### src/design/tbde_pkg.sv
// Shared types and constants for the three-button duration editor.
package tbde_pkg;

	localparam int unsigned SET_W    = 7;
	localparam int unsigned MODE_W   = 3;
	localparam int unsigned PERIOD_W = 16;
	localparam int unsigned CFG_W    = 16;
	localparam int unsigned IDX_W    = 2;
	localparam int unsigned IN_W     = 8;
	localparam int unsigned OUT_W    = 48;

	localparam logic [SET_W-1:0]    WRAP_LIMIT     = 7'd99;
	localparam logic [PERIOD_W-1:0] PERIOD_RESET   = 16'd50;
	localparam logic [SET_W-1:0]    RED_RESET      = 7'd5;
	localparam logic [SET_W-1:0]    YELLOW_RESET   = 7'd2;
	localparam logic [SET_W-1:0]    GREEN_RESET    = 7'd3;

	localparam logic [MODE_W-1:0] MODE_INIT   = 3'd0;
	localparam logic [MODE_W-1:0] MODE_ONE    = 3'd1;
	localparam logic [MODE_W-1:0] MODE_RED    = 3'd2;
	localparam logic [MODE_W-1:0] MODE_YELLOW = 3'd3;
	localparam logic [MODE_W-1:0] MODE_GREEN  = 3'd4;

	localparam logic [IDX_W-1:0] REG_REPEAT_PERIOD  = 2'd0;
	localparam logic [IDX_W-1:0] REG_INITIAL_RED    = 2'd1;
	localparam logic [IDX_W-1:0] REG_INITIAL_YELLOW = 2'd2;
	localparam logic [IDX_W-1:0] REG_INITIAL_GREEN  = 2'd3;

	typedef enum logic [1:0] {
		BTN_RELEASED = 2'd0,
		BTN_PRESSED  = 2'd1,
		BTN_LONG     = 2'd2
	} btn_state_t;

	typedef struct packed {
		logic act;
		logic long_held;
	} btn_status_t;

endpackage

### src/design/tbde_button.sv
// Button machine: released, pressed and long-held, with press detection.
module tbde_button (
	input  logic                 clk,
	input  logic                 arst_n,
	input  logic                 en,
	input  logic                 pressed,
	input  logic                 held,
	output tbde_pkg::btn_status_t status
);

	tbde_pkg::btn_state_t state_q;
	tbde_pkg::btn_state_t state_nxt;

	always_comb begin
		state_nxt = state_q;
		unique case (state_q)
			tbde_pkg::BTN_RELEASED: begin
				if (pressed) state_nxt = tbde_pkg::BTN_PRESSED;
			end
			tbde_pkg::BTN_PRESSED: begin
				if (!pressed)  state_nxt = tbde_pkg::BTN_RELEASED;
				else if (held) state_nxt = tbde_pkg::BTN_LONG;
			end
			tbde_pkg::BTN_LONG: begin
				if (!held) state_nxt = tbde_pkg::BTN_RELEASED;
			end
			default: state_nxt = tbde_pkg::BTN_RELEASED;
		endcase
	end

	always_comb begin
		status.act       = (state_q == tbde_pkg::BTN_RELEASED) && pressed;
		status.long_held = (state_q == tbde_pkg::BTN_LONG);
	end

	always_ff @(posedge clk or negedge arst_n) begin
		if (!arst_n) begin
			state_q <= tbde_pkg::BTN_RELEASED;
		end else if (en) begin
			state_q <= state_nxt;
		end
	end

endmodule

### src/design/three_button_duration_editor.sv
// Top level: mode, setting and duration editor driven by three button machines.
// A result is registered and shown in the cycle after its request is accepted.
// Throughput: one request per cycle while results are taken; the single result register frees when taken.
// All updates for a tick are one combinational pass from the stored state.
// Reset: mode init, buttons released, repeat count zero, period 50,
// settings and durations red 5, yellow 2, green 3.
module three_button_duration_editor (
	input  logic                          clk,
	input  logic                          arst_n,
	input  logic                          s_tvalid,
	output logic                          s_tready,
	// mode_pressed, mode_long, inc_pressed, inc_long, set_pressed, set_long, zeros
	input  logic [tbde_pkg::IN_W-1:0]     s_tdata,
	output logic                          m_tvalid,
	input  logic                          m_tready,
	// mode_now, red/yellow/green_setting, red/yellow/green_duration, zeros
	output logic [tbde_pkg::OUT_W-1:0]    m_tdata,
	input  logic                          cfg_we,
	input  logic [tbde_pkg::IDX_W-1:0]    cfg_index,
	input  logic [tbde_pkg::CFG_W-1:0]    cfg_data
);

	localparam int unsigned SW = tbde_pkg::SET_W;
	localparam int unsigned PW = tbde_pkg::PERIOD_W;
	localparam int unsigned MW = tbde_pkg::MODE_W;

	function automatic logic [SW-1:0] bump(input logic [SW-1:0] v);
		logic [SW-1:0] r;
		r = v + 1'b1;
		if (r >= tbde_pkg::WRAP_LIMIT) r = {{(SW-1){1'b0}}, 1'b1};
		return r;
	endfunction

	logic          accept;
	logic [PW-1:0] period_q;
	logic [PW-1:0] count_q, count_nxt, count_inc;
	logic [MW-1:0] mode_q, mode_nxt;
	logic [SW-1:0] red_edit_q, yellow_edit_q, green_edit_q;
	logic [SW-1:0] red_commit_q, yellow_commit_q, green_commit_q;
	logic [SW-1:0] red_edit_nxt, yellow_edit_nxt, green_edit_nxt;
	logic [SW-1:0] red_commit_nxt, yellow_commit_nxt, green_commit_nxt;
	logic          raise, fire;
	logic          out_valid_q;
	logic [tbde_pkg::OUT_W-1:0] result_q;
	logic [SW-1:0] cfg_v7;

	tbde_pkg::btn_status_t mode_st, inc_st, set_st;

	assign s_tready = !out_valid_q || m_tready;
	assign accept   = s_tvalid && s_tready;
	assign m_tvalid = out_valid_q;
	assign m_tdata  = result_q;
	assign cfg_v7   = cfg_data[SW-1:0];

	tbde_button u_mode_btn (
		.clk(clk), .arst_n(arst_n), .en(accept),
		.pressed(s_tdata[0]), .held(s_tdata[1]), .status(mode_st)
	);
	tbde_button u_inc_btn (
		.clk(clk), .arst_n(arst_n), .en(accept),
		.pressed(s_tdata[2]), .held(s_tdata[3]), .status(inc_st)
	);
	tbde_button u_set_btn (
		.clk(clk), .arst_n(arst_n), .en(accept),
		.pressed(s_tdata[4]), .held(s_tdata[5]), .status(set_st)
	);

	always_comb begin
		mode_nxt = mode_q;
		if (mode_st.act) begin
			priority if (mode_q == tbde_pkg::MODE_INIT || mode_q == tbde_pkg::MODE_GREEN)
				mode_nxt = tbde_pkg::MODE_ONE;
			else if (mode_q >= tbde_pkg::MODE_ONE && mode_q <= tbde_pkg::MODE_YELLOW)
				mode_nxt = mode_q + 1'b1;
			else
				mode_nxt = mode_q;
		end
	end

	// auto-repeat: count restarts when the hold ends, but that tick still counts
	always_comb begin
		count_inc = (s_tdata[3] ? count_q : '0) + 1'b1;
		fire      = inc_st.long_held && (count_inc >= period_q);
		count_nxt = count_q;
		if (inc_st.long_held) count_nxt = fire ? '0 : count_inc;
		raise = inc_st.act || fire;
	end

	always_comb begin
		red_edit_nxt    = red_edit_q;
		yellow_edit_nxt = yellow_edit_q;
		green_edit_nxt  = green_edit_q;
		if (raise && mode_nxt == tbde_pkg::MODE_RED)    red_edit_nxt    = bump(red_edit_q);
		if (raise && mode_nxt == tbde_pkg::MODE_YELLOW) yellow_edit_nxt = bump(yellow_edit_q);
		if (raise && mode_nxt == tbde_pkg::MODE_GREEN)  green_edit_nxt  = bump(green_edit_q);
		red_commit_nxt    = red_commit_q;
		yellow_commit_nxt = yellow_commit_q;
		green_commit_nxt  = green_commit_q;
		if (set_st.act && mode_nxt == tbde_pkg::MODE_RED)    red_commit_nxt    = red_edit_nxt;
		if (set_st.act && mode_nxt == tbde_pkg::MODE_YELLOW) yellow_commit_nxt = yellow_edit_nxt;
		if (set_st.act && mode_nxt == tbde_pkg::MODE_GREEN)  green_commit_nxt  = green_edit_nxt;
	end

	always_ff @(posedge clk or negedge arst_n) begin
		if (!arst_n) begin
			period_q        <= tbde_pkg::PERIOD_RESET;
			count_q         <= '0;
			mode_q          <= tbde_pkg::MODE_INIT;
			red_edit_q      <= tbde_pkg::RED_RESET;
			yellow_edit_q   <= tbde_pkg::YELLOW_RESET;
			green_edit_q    <= tbde_pkg::GREEN_RESET;
			red_commit_q    <= tbde_pkg::RED_RESET;
			yellow_commit_q <= tbde_pkg::YELLOW_RESET;
			green_commit_q  <= tbde_pkg::GREEN_RESET;
		end else if (cfg_we) begin
			unique case (cfg_index)
				tbde_pkg::REG_REPEAT_PERIOD: period_q <= cfg_data[PW-1:0];
				tbde_pkg::REG_INITIAL_RED: begin
					red_edit_q   <= cfg_v7;
					red_commit_q <= cfg_v7;
				end
				tbde_pkg::REG_INITIAL_YELLOW: begin
					yellow_edit_q   <= cfg_v7;
					yellow_commit_q <= cfg_v7;
				end
				tbde_pkg::REG_INITIAL_GREEN: begin
					green_edit_q   <= cfg_v7;
					green_commit_q <= cfg_v7;
				end
				default: period_q <= period_q;
			endcase
		end else if (accept) begin
			count_q         <= count_nxt;
			mode_q          <= mode_nxt;
			red_edit_q      <= red_edit_nxt;
			yellow_edit_q   <= yellow_edit_nxt;
			green_edit_q    <= green_edit_nxt;
			red_commit_q    <= red_commit_nxt;
			yellow_commit_q <= yellow_commit_nxt;
			green_commit_q  <= green_commit_nxt;
		end
	end

	always_ff @(posedge clk or negedge arst_n) begin
		if (!arst_n) begin
			out_valid_q <= 1'b0;
		end else if (accept) begin
			out_valid_q <= 1'b1;
		end else if (m_tready) begin
			out_valid_q <= 1'b0;
		end
	end

	always_ff @(posedge clk) begin
		if (accept) begin
			result_q <= {3'b000, green_commit_nxt, yellow_commit_nxt, red_commit_nxt,
				green_edit_nxt, yellow_edit_nxt, red_edit_nxt, mode_nxt};
		end
	end

	a_mode_range: assert property (@(posedge clk) disable iff (!arst_n)
		mode_q <= tbde_pkg::MODE_GREEN)
		else $error("mode out of range");

	a_accept_shows: assert property (@(posedge clk) disable iff (!arst_n)
		accept |=> m_tvalid)
		else $error("accepted request left no result");

	a_mode_leaves_init: assert property (@(posedge clk) disable iff (!arst_n)
		(accept && !cfg_we && mode_st.act) |=> (mode_q != tbde_pkg::MODE_INIT))
		else $error("mode press left init mode");

	a_state_hold: assert property (@(posedge clk) disable iff (!arst_n)
		(!accept && !cfg_we) |=> ($stable(mode_q) && $stable(count_q)
			&& $stable(red_edit_q) && $stable(green_commit_q)))
		else $error("state changed without request");

endmodule
### config.mk
export PLATFORM = sky130hd
export DESIGN_NAME = three_button_duration_editor
export DESIGN_NICKNAME = d
export VERILOG_FILES = /design/src/design/tbde_pkg.sv /design/src/design/tbde_button.sv /design/src/design/three_button_duration_editor.sv
export SDC_FILE = /design/constraint.sdc
export NUM_CORES = 1
export LEC_CHECK = 0
export BUFFER_PORTS_ARGS = -buffer_cell sky130_fd_sc_hd__buf_2
export CAP_MARGIN = 30
export CORE_MARGIN = 2
export CORE_UTILIZATION = 60
export CTS_CLUSTER_DIAMETER = 50
export DETAILED_ROUTE_END_ITERATION = 6
export MAX_ROUTING_LAYER = met4
export PLACE_DENSITY = 0.91
export SLEW_MARGIN = 25
export SYNTH_ARGS = -nofsm -noshare
export SYNTH_HDL_FRONTEND = slang
export SYNTH_SLANG_ARGS = --single-unit
### constraint.sdc
create_clock -name clk -period 10.6 [get_ports clk]
set_input_delay 2.65 -clock clk [delete_from_list [all_inputs] [get_ports clk]]
set_output_delay 2.65 -clock clk [all_outputs]
set_load 0.1 [all_outputs]
==> results of run 1 <==
## logic make-up (layout without fill, tap and decap cells)
kind of cell | after synthesis | count (layout) | share of synthesized area [%]
fa+ha+maj | 27 | 27 | 4.603
simple gates | 265 | 265 | 17.88
flops | 129 | 129 | 47.27
mux | 16 | 16 | 2.404
buf+inv | 81 | 161 | 4.432
compound gates | 229 | 229 | 21.09
xor+xnor | 19 | 19 | 2.267
other cells | 1 | 3 | 0.05109
## per-layer routing
| metal | GRT usage (%) | up-vias |
|---|---|---|
| met4 | 14.23 | 0 |
| met5 | - | - |
| met1 | 37.00 | 3033 |
| met3 | 7.888 | 76 |
| li1 | - | 2958 |
| met2 | 46.82 | 344 |
## cell usage after synthesis, drive strengths merged (10+ instances only)
cell,instances
nand2b,10
dfrtp,71
nand3,33
nor2,43
edfxtp,45
clkbuf,25
a22o,12
dfstp,13
a31oi,22
xor2,13
a21oi,33
nand2,96
nor3,15
nand4,16
inv,47
o21ai,78
o31ai,13
mux2,13
and2,10
ha,27
and3,11
## worst max-delay path by stage
stage,startpoint,end,slack [ns],cells past startpoint
detailed placement,s_tdata[3],m_tdata[39],3.33,16
floorplan,s_tdata[3],m_tdata[41],4.09,17
finish,s_tdata[3],m_tdata[39],3.57,16
CTS,s_tdata[3],m_tdata[39],3.74,16
global route,s_tdata[3],m_tdata[39],3.16,16
global placement,s_tdata[3],m_tdata[39],3.37,16
## cells in the final DEF, fill, tap and decap left out, types with 10 or more instances in the layout
master | synthesis | layout
nand2_1 | 96 | 96
o21ai_0 | 76 | 76
buf_2 | 4 | 74
dfrtp_1 | 71 | 71
edfxtp_1 | 45 | 45
inv_1 | 45 | 44
nor2_1 | 42 | 42
a21oi_1 | 33 | 33
nand3_1 | 32 | 32
ha_1 | 27 | 27
a31oi_1 | 22 | 22
clkbuf_16 | 0 | 17
nand4_1 | 16 | 16
xor2_1 | 13 | 13
mux2_2 | 13 | 13
dfstp_2 | 13 | 13
a22o_1 | 12 | 12
o31ai_1 | 11 | 11
nor3_1 | 12 | 11
and3_1 | 11 | 11
and2_1 | 10 | 10
nand2b_1 | 10 | 10
## state kept, by name (all words and copies together), names as in the netlist
name,flops
count_q,16
period_q,16
yellow_edit_q,7
u_mode_btn.state_q,2
green_commit_q,7
yellow_commit_q,7
u_set_btn.state_q,2
red_commit_q,7
green_edit_q,7
red_edit_q,7
m_tdata,45
m_tvalid,1
u_inc_btn.state_q,2
mode_q,3
## final cells by class
type	count	area, um2
Multi-Input combinational cell	559	3557
Fill cell	836	3503
Sequential cell	129	3470
Timing Repair Buffer	81	442.9
Clock buffer	18	429.2
Clock inverter	14	190.2
Inverter	48	185.2
Tap cell	147	183.9
## per-stage QoR
step | hold WS (ns) | utilization (%)
6_report | 0.5115 | 70.71
5_1_grt | 0.5224 | 70.71
4_1_cts | 0.5086 | 70.71
3_5_place_dp | 0.4910 | 65.53
3_3_place_gp | 0.4883 | 65.30
2_1_floorplan | 0.4636 | -
## report_power, final
group / internal, W / switching, W
clock: 0.000391 / 0.000221
combinational: 0.000165 / 0.000412
sequential: 0.000613 / 0.0000654
==> impl_metrics.toml, run 1 <==
[logic_synthesis]
ys_dominant_reg_cell = "dfrtp_1"
synth_enable_flop_cells = 45
synth_area_mm2 = 0.007340
synth_area_per_cell_um2 = 9.569
synth-seq-area-share_pct = 47.27
synthCells = 767
async_reset_ff_share_pct = 65.12
synth_seq_cells = 129
synth_top_area_cell = "dfrtp_1"
synthDistinctLibCells = 72
yosysTopAreaCellShare_pct = 24.21
yosys_warnings = 0
synth_area_leaders = "dfrtp_1 (24%), edfxtp_1 (18%), o21ai_0 (5.2%)"

[timing]
slew_headroom_pct = 34.14
fin_skew_ns = 0.007340
setup_slack_ns = 3.567
period_needed_ns = 7.033
hold_violations = 0
final_max_slew_viol_count = 0
fmaxAchievable_ghz = 0.1422
rsz0062_at_grt = "no"
finalSetupViolCount = 0
fin_setup_tns_ns = 0
fin_crit_sh_pct = 66.35
worst_slew_pin_slew_ns = 0.9804

[cells_and_area]
final_cell_area_mm2 = 0.008458
diodes = 0
fin_nets = 894
area_growth_pct = 15.24
stdcell_count = 996
drive_above_1_share_pct = 19.55

[floorplanning]
initial_core_util_pct = 61.36
die_area_mm2 = 0.01313
io_pins = 81
fp-row-count = 40
die_x_um = 114.6
dieHeight_um = 114.6
coreArea_mm2 = 0.01196

[grt]
grt_pass1_wl_um = 29830
antenna_found_initial = 0
gr-usage-all-layers_pct = 30.17
grt_max_degree = 56
gr-total-overflow = 0
grt_pass1_vias = 6062

[worst_setup_path]
path_cells = "buf_2 > and2_1 > ha_1 > nand2_1 > nor4_1 > nand3_1 > xor2_1 > nor2_1 > ha_1 > nand4_1 > nor4_1 > o21a_1 > o31a_1 > nand2_1 > o31ai_1 > mux2_2"
reg2reg_from = "count_q[0]"
crit_path_start_kind = "input port"
cp_top_family = "simple AND/OR/NAND/NOR gates"
critical_path_peak_fanout = 19
cp.arrival_ns = 7.33
worst-endpoint-required_ns = 10.90
r2r_slack_ns = 5.64
crit_path_top_delay_cell = "o31a_1"
reg2reg_depth = 15
setup.worst_path.class = "in2reg"
critPathBufInv = 1
r2r_end = "m_tdata[39]"
end_kind = "register"
cpPeakStageDelay_ns = 0.72

[placement]
finalWeightedCongestion = 0.9673
dp_slack_ns = 3.332
place_area_mm2 = 0.007839
portBuffers = 75
hpwl_um = 12460
placed_cells = 964

[route]
totalWireLength_um = 18390
avgRoutedWirePerCell_um = 18.47
num_vias = 6411
avgViaCountPerCell = 6.437
wl_met2_um = 8806
initialDrtViolationCount = 750
drtPass1Iterations = 5
wl_met1_um = 7328
drc = 0
drtAntennaViolNets = 0
routed.top_layer = "met4"
dr_wl_met3_um = 1591

[clocking]
path_clk_slew_ns = 0.05
cts_buffers = 17
ctsHoldBuffers = 0
postCtsSetupBuffers = 0
clk_latency_ns = 0.43
cts_sinks = 129
postCtsResizedCells = 0
cts_tree = "built"
cts_root_buffer = "clkbuf_16"
cts_buffer_depth = 2
cts_max_level = 4

[power]
p_leak_nw = 3.525
power_density_mw_per_mm2 = 220.8
power.total_w = 0.001868
ir_drop_mv = 0.1301

[min_path]
hold_path_class = "reg2reg"
whs_path_depth = 1
hold_end = "green_commit_q[3]"
min_from = "green_commit_q[3]"

[job]
maxCapViolations = 0

[status]
status = "finished, final reports clean"
Note: power is estimated with default switching activity, not from simulation.
==> run 2, diff against run 1 <==
--- a/config.mk
+++ b/config.mk
@@ -8,11 +8,11 @@
 export BUFFER_PORTS_ARGS = -buffer_cell sky130_fd_sc_hd__buf_2
 export CAP_MARGIN = 30
 export CORE_MARGIN = 2
-export CORE_UTILIZATION = 60
+export CORE_UTILIZATION = 54
 export CTS_CLUSTER_DIAMETER = 50
 export DETAILED_ROUTE_END_ITERATION = 6
 export MAX_ROUTING_LAYER = met4
-export PLACE_DENSITY = 0.91
+export PLACE_DENSITY = 0.87
 export SLEW_MARGIN = 25
 export SYNTH_ARGS = -nofsm -noshare
 export SYNTH_HDL_FRONTEND = slang
==> constraint.sdc (replaced) <==
create_clock -name clk -period 5.7 [get_ports clk]
set_input_delay 1.425 -clock clk [delete_from_list [all_inputs] [get_ports clk]]
set_output_delay 1.425 -clock clk [all_outputs]
set_load 0.1 [all_outputs]
==> run 2 against run 1 <==
Net effect: cell count grew 4.2%; non-clock buffer count grew 13; clock skew grew 0.0034 ns; global-route usage shrank 2.2 points; sequential power grew 86%.
==> impl_metrics.toml, run 2 (synthesis results as in run 1) <==
[route]
drc = 0
avgRoutedWirePerCell_um = 18.16
totalWireLength_um = 18860
num_vias = 6388
drtPass1Iterations = 5
avgViaCountPerCell = 6.154
drtAntennaViolNets = 0
initialDrtViolationCount = 639

[placement]
place_area_mm2 = 0.007945
portBuffers = 75
hpwl_um = 12780
finalWeightedCongestion = 0.9738

[cells_and_area]
largest_register_ffs = 45
multi_input_area_mm2 = 0.003557
final_cell_area_mm2 = 0.008574
fin_nets = 907
fillers = 1045
area_growth_pct = 16.83
seq_area_mm2 = 0.003470
final_common_cell = "nand2_1"
diodes = 0
layout_common_cells = "nand2_1 (96), o21ai_0 (76), buf_2 (74)"
drive_above_1_share_pct = 20.88
fin_util_pct = 64.75

[worst_setup_path]
cp-startpoint = "s_tdata[3]"
critPathBufInv = 2
reg2reg_from = "count_q[0]"
setup.worst_path.class = "in2reg"
cpPeakStageDelay_ns = 0.57
critical_path_peak_fanout = 12
crit_path_top_delay_cell = "or3_1"
end_kind = "register"
crit_path_start_kind = "input port"
worst-endpoint-required_ns = 5.88
r2r_slack_ns = 1.20
cp_top_family = "simple AND/OR/NAND/NOR gates"
path_cells = "buf_2 > and2_1 > ha_1 > nand2_1 > nor4_1 > buf_4 > nand3_1 > xor2_1 > nor2_1 > ha_1 > nand4_1 > nor4_1 > o21a_1 > o31ai_1 > or3_1 > o21a_1 > mux2_2"
cp.arrival_ns = 5.50

[clocking]
cts_root_buffer = "clkbuf_16"
cts_buffer_depth = 2
path_clk_slew_ns = 0.06
clk_latency_ns = 0.44
postCtsSetupBuffers = 0
cts_tree = "built"
ctsHoldBuffers = 0
cts_buffers = 17
postCtsResizedCells = 0
cts_max_level = 4
cts_sinks = 129

[timing]
slew_headroom_pct = 38.82
fin_skew_ns = 0.01070
hold_violations = 0
period_needed_ns = 5.322
finalSetupViolCount = 0
fin_crit_sh_pct = 93.36
hold_ws_ns = 0.5072
final_max_slew_viol_count = 0
rsz0062_at_grt = "no"
worst_slew_pin_slew_ns = 0.9144
fin_setup_tns_ns = 0
fmaxAchievable_ghz = 0.1879

[min_path]
hold_path_class = "reg2reg"
min_from = "count_q[15]"

[power]
ir_drop_mv = 0.2243
p_leak_nw = 3.595
power.total_w = 0.003461
power_density_mw_per_mm2 = 403.7

[floorplanning]
dieHeight_um = 120.6
initial_core_util_pct = 55.42
die_x_um = 120.6
die_area_mm2 = 0.01454
coreArea_mm2 = 0.01324
fp-row-count = 42
io_pins = 81

[grt]
antenna_found_initial = 0
gr-usage-all-layers_pct = 27.96
grt_pass1_wl_um = 30620
gr-total-overflow = 0
grt_pass1_vias = 6067
grt_max_degree = 67

[status]
status = "finished, final reports clean"

[job]
maxCapViolations = 0
[run 2: cell type report]
type / count / share of cell area [%]
Multi-Input combinational cell: 559 / 41.49
Sequential cell: 129 / 40.46
Timing Repair Buffer: 94 / 6.304
Clock buffer: 18 / 5.122
Tap cell: 176 / 2.568
Inverter: 48 / 2.160
Clock inverter: 14 / 1.897
[run 2: worst register-to-register path: stages (launching register included)]
cell	delay, ns
dfrtp_1	0.40
and2_1	0.21
ha_1	0.23
nand2_1	0.09
nor4_1	0.30
buf_4	0.21
nand3_1	0.10
xor2_1	0.15
nor2_1	0.07
ha_1	0.31
nand4_1	0.20
nor4_1	0.49
o21a_1	0.22
o31ai_1	0.14
or3_1	0.57
o21a_1	0.27
mux2_2	0.27
[run 2: worst paths after layout]
check | cells past startpoint | end
worst max-delay path | 17 | m_tdata[38]
worst min-delay path | 1 | count_q[15]
worst max register to register | 16 | m_tdata[38]
worst min register to register | 1 | count_q[15]
max in group asynchronous | 2 | u_set_btn.state_q[0]
min in group asynchronous | 1 | red_commit_q[3]
[run 2: stage by stage]
step	setup WS [ns]	instances
2_1_floorplan	0.4177	769
3_3_place_gp	0.2377	1005
3_5_place_dp	0.07962	1005
4_1_cts	0.4472	1037
5_1_grt	0.08254	1038
6_report	0.3784	1038
[run 2: routing by layer]
metal / share of wire, % / global-route usage, % / vias to the layer above
met1: 41 / 35.78 / 3053
met5: 0 / - / -
met3: 7.7 / 5.519 / 57
li1: - / - / 2980
met4: 3.2 / 13.81 / 0
met2: 48 / 42.80 / 298
[run 2: power breakdown]
part / internal [W] / total, W / switching, W
registers: 0.00114 / 0.00126 / 0.000123
logic: 0.000315 / 0.00109 / 0.000773
clock network: 0.000695 / 0.00111 / 0.000416
total: 0.00215 / 0.00346 / 0.00131
==> run 3, diff against run 2 <==
--- a/config.mk
+++ b/config.mk
@@ -8,11 +8,12 @@
 export BUFFER_PORTS_ARGS = -buffer_cell sky130_fd_sc_hd__buf_2
 export CAP_MARGIN = 30
 export CORE_MARGIN = 2
-export CORE_UTILIZATION = 54
+export CORE_UTILIZATION = 60
 export CTS_CLUSTER_DIAMETER = 50
+export CTS_CLUSTER_SIZE = 28
 export DETAILED_ROUTE_END_ITERATION = 6
 export MAX_ROUTING_LAYER = met4
-export PLACE_DENSITY = 0.87
+export PLACE_DENSITY = 0.91
 export SLEW_MARGIN = 25
 export SYNTH_ARGS = -nofsm -noshare
 export SYNTH_HDL_FRONTEND = slang
==> constraint.sdc (replaced) <==
create_clock -name clk -period 6.3 [get_ports clk]
set_input_delay 1.575 -clock clk [delete_from_list [all_inputs] [get_ports clk]]
set_output_delay 1.575 -clock clk [all_outputs]
set_load 0.1 [all_outputs]
==> run 3 against run 2 <==
Net effect: cell count down 3.6%; final area down 1.0%; critical path depth up 1; via count up 0.67%; critical path type unchanged; critical endpoint is now m_tdata[27].
==> impl_metrics.toml, run 3 (synthesis results as in run 1) <==
[status]
status = "finished, final reports clean"

[timing]
fin_skew_ns = 0.009388
fin_setup_tns_ns = 0
hold_ws_ns = 0.5058
final_max_slew_viol_count = 0
worst_slew_pin_slew_ns = 0.9597
fmaxAchievable_ghz = 0.1913
finalSetupViolCount = 0
rsz0062_at_grt = "no"
slew_headroom_pct = 35.67
period_needed_ns = 5.227
hold_violations = 0
fin_crit_sh_pct = 82.96

[power]
seqPwrFrac_pct = 36.1
power_density_mw_per_mm2 = 372.9
p_leak_nw = 3.569
swShare_pct = 37.50
combPwrFrac_pct = 30.8
internal_power_w = 0.001978
clockPowerShare_pct = 33.1
ir_drop_mv = 0.1714
p_sw_w = 0.001187

[floorplanning]
fp-row-count = 40
initial_core_util_pct = 61.36
dieHeight_um = 114.6
die_area_mm2 = 0.01313
io_pins = 81
die_x_um = 114.6
coreArea_mm2 = 0.01196

[worst_setup_path]
crit_path_top_delay_cell = "nor4_1"
setup.worst_path.class = "in2reg"
critical_path_peak_fanout = 15
r2r_slack_ns = 2.06
cpPeakStageDelay_ns = 0.39
reg2reg_from = "count_q[0]"
end_kind = "register"
crit_path_start_kind = "input port"
r2r_end = "m_tdata[27]"
reg2reg_depth = 17
cp.arrival_ns = 5.41
crit_path_end = "m_tdata[27]"
path_cells = "buf_2 > and2_1 > ha_1 > nand2_1 > nor4_1 > buf_4 > nand3_1 > xor2_1 > nor2_1 > ha_1 > nand4_1 > nor4_1 > o21a_1 > o31ai_1 > buf_4 > nor2_1 > a31oi_1 > mux2_2"
cp-startpoint = "s_tdata[3]"
worst-endpoint-required_ns = 6.48

[route]
drc = 0
avgRoutedWirePerCell_um = 18.59
num_vias = 6431
totalWireLength_um = 18610
drtPass1Iterations = 6
avgViaCountPerCell = 6.425
drtAntennaViolNets = 0
initialDrtViolationCount = 635

[cells_and_area]
diodes = 0
largest_register_ffs = 45
stdcell_count = 1001
area_growth_pct = 15.65
final_common_cell = "nand2_1"
fin_util_pct = 70.96
fin_nets = 899
drive_above_1_share_pct = 20.26
layout_common_cells = "nand2_1 (96), o21ai_0 (76), buf_2 (74)"

[grt]
grt_pass1_wl_um = 31110
grt_max_degree = 85
gr-usage-all-layers_pct = 31.28
gr-total-overflow = 0
grt_pass1_vias = 6307
antenna_found_initial = 0

[placement]
placed_cells = 969
hpwl_um = 12290
portBuffers = 75
finalWeightedCongestion = 0.9547

[clocking]
cts_tree = "built"
cts_max_level = 4
cts_root_buffer = "clkbuf_16"
postCtsResizedCells = 0
postCtsSetupBuffers = 0
cts_buffers = 17
cts_sinks = 129
ctsHoldBuffers = 0
path_clk_slew_ns = 0.06
cts_buffer_depth = 2
clk_latency_ns = 0.43

[min_path]
hold_path_class = "reg2reg"

[job]
maxCapViolations = 0
==> run 3: cell count changes in the layout (fill, tap and decap cells not counted) <==
cell	change
inv_6	-2
buf_6	+1
buf_4	-8
bufinv_16	+1
clkinv_4	+3
inv_2	-1
clkinv_2	+2
clkinv_1	-1
buf_16	-1
clkinvlp_4	-2
==> run 3: worst max-delay path, delay by kind of cell <==
family / cells / cell delay (ns)
adders and majority gates: 2 / 0.53
muxes: 1 / 0.32
buffers and inverters: 3 / 0.64
xor gates and xnor gates: 1 / 0.14
and+or+nand+nor: 8 / 1.61
AOI/OAI and AO/OA: 3 / 0.57
==> run 3: layer usage <==
layer	vias to the layer above	routed length (um)	track usage, %
met5	-	0	-
met1	3036	7317	37.75
met4	0	813	15.45
li1	2976	-	-
met2	336	8858	49.07
met3	83	1618	7.941
==> run 3: metrics by stage <==
step | instance area [um2] | total power (W) | setup slack [ns]
final | 8488 | 0.003165 | 1.073
after global routing | 8488 | 0.003302 | 0.6876
after CTS | 8488 | 0.003152 | 1.132
after detailed placement | 7860 | 0.002096 | 0.7544
after global placement | 7856 | 0.002071 | 0.7438
after floorplan | 7347 | 0.001895 | 0.8677
==> run 3: power groups by stage <==
stage	Clock [W]	Sequential [W]	Combinational, W
2_1_floorplan	0	0.00138	0.000519
3_3_place_gp	0	0.00115	0.000925
3_5_place_dp	0	0.00115	0.000946
4_1_cts	0.00105	0.00114	0.000963
5_1_grt	0.00109	0.00116	0.00106
6_report	0.00105	0.00114	0.000975
==> run 3: area by class of cell <==
type                    count  area, um2
multi-input cells         559       3557
well taps                 147      183.9
repair buffers             86      464.2
flip-flops and latches    129       3470
clock buffers              18      439.2
fillers                   797       3473
clock inverters            14      188.9
inverters                  48      185.2
==> run 3: how the worst min path moves through the flow <==
stage | endpoint | slack (ns) | cells past startpoint | startpoint
final | u_inc_btn.state_q[1] | 0.51 | 1 | u_inc_btn.state_q[1]
after global routing | count_q[15] | 0.53 | 1 | count_q[15]
after CTS | u_inc_btn.state_q[1] | 0.51 | 1 | u_inc_btn.state_q[1]
after detailed placement | count_q[15] | 0.49 | 1 | count_q[15]
after global placement | u_set_btn.state_q[1] | 0.49 | 2 | u_set_btn.state_q[1]
after floorplan | count_q[12] | 0.46 | 2 | count_q[12]
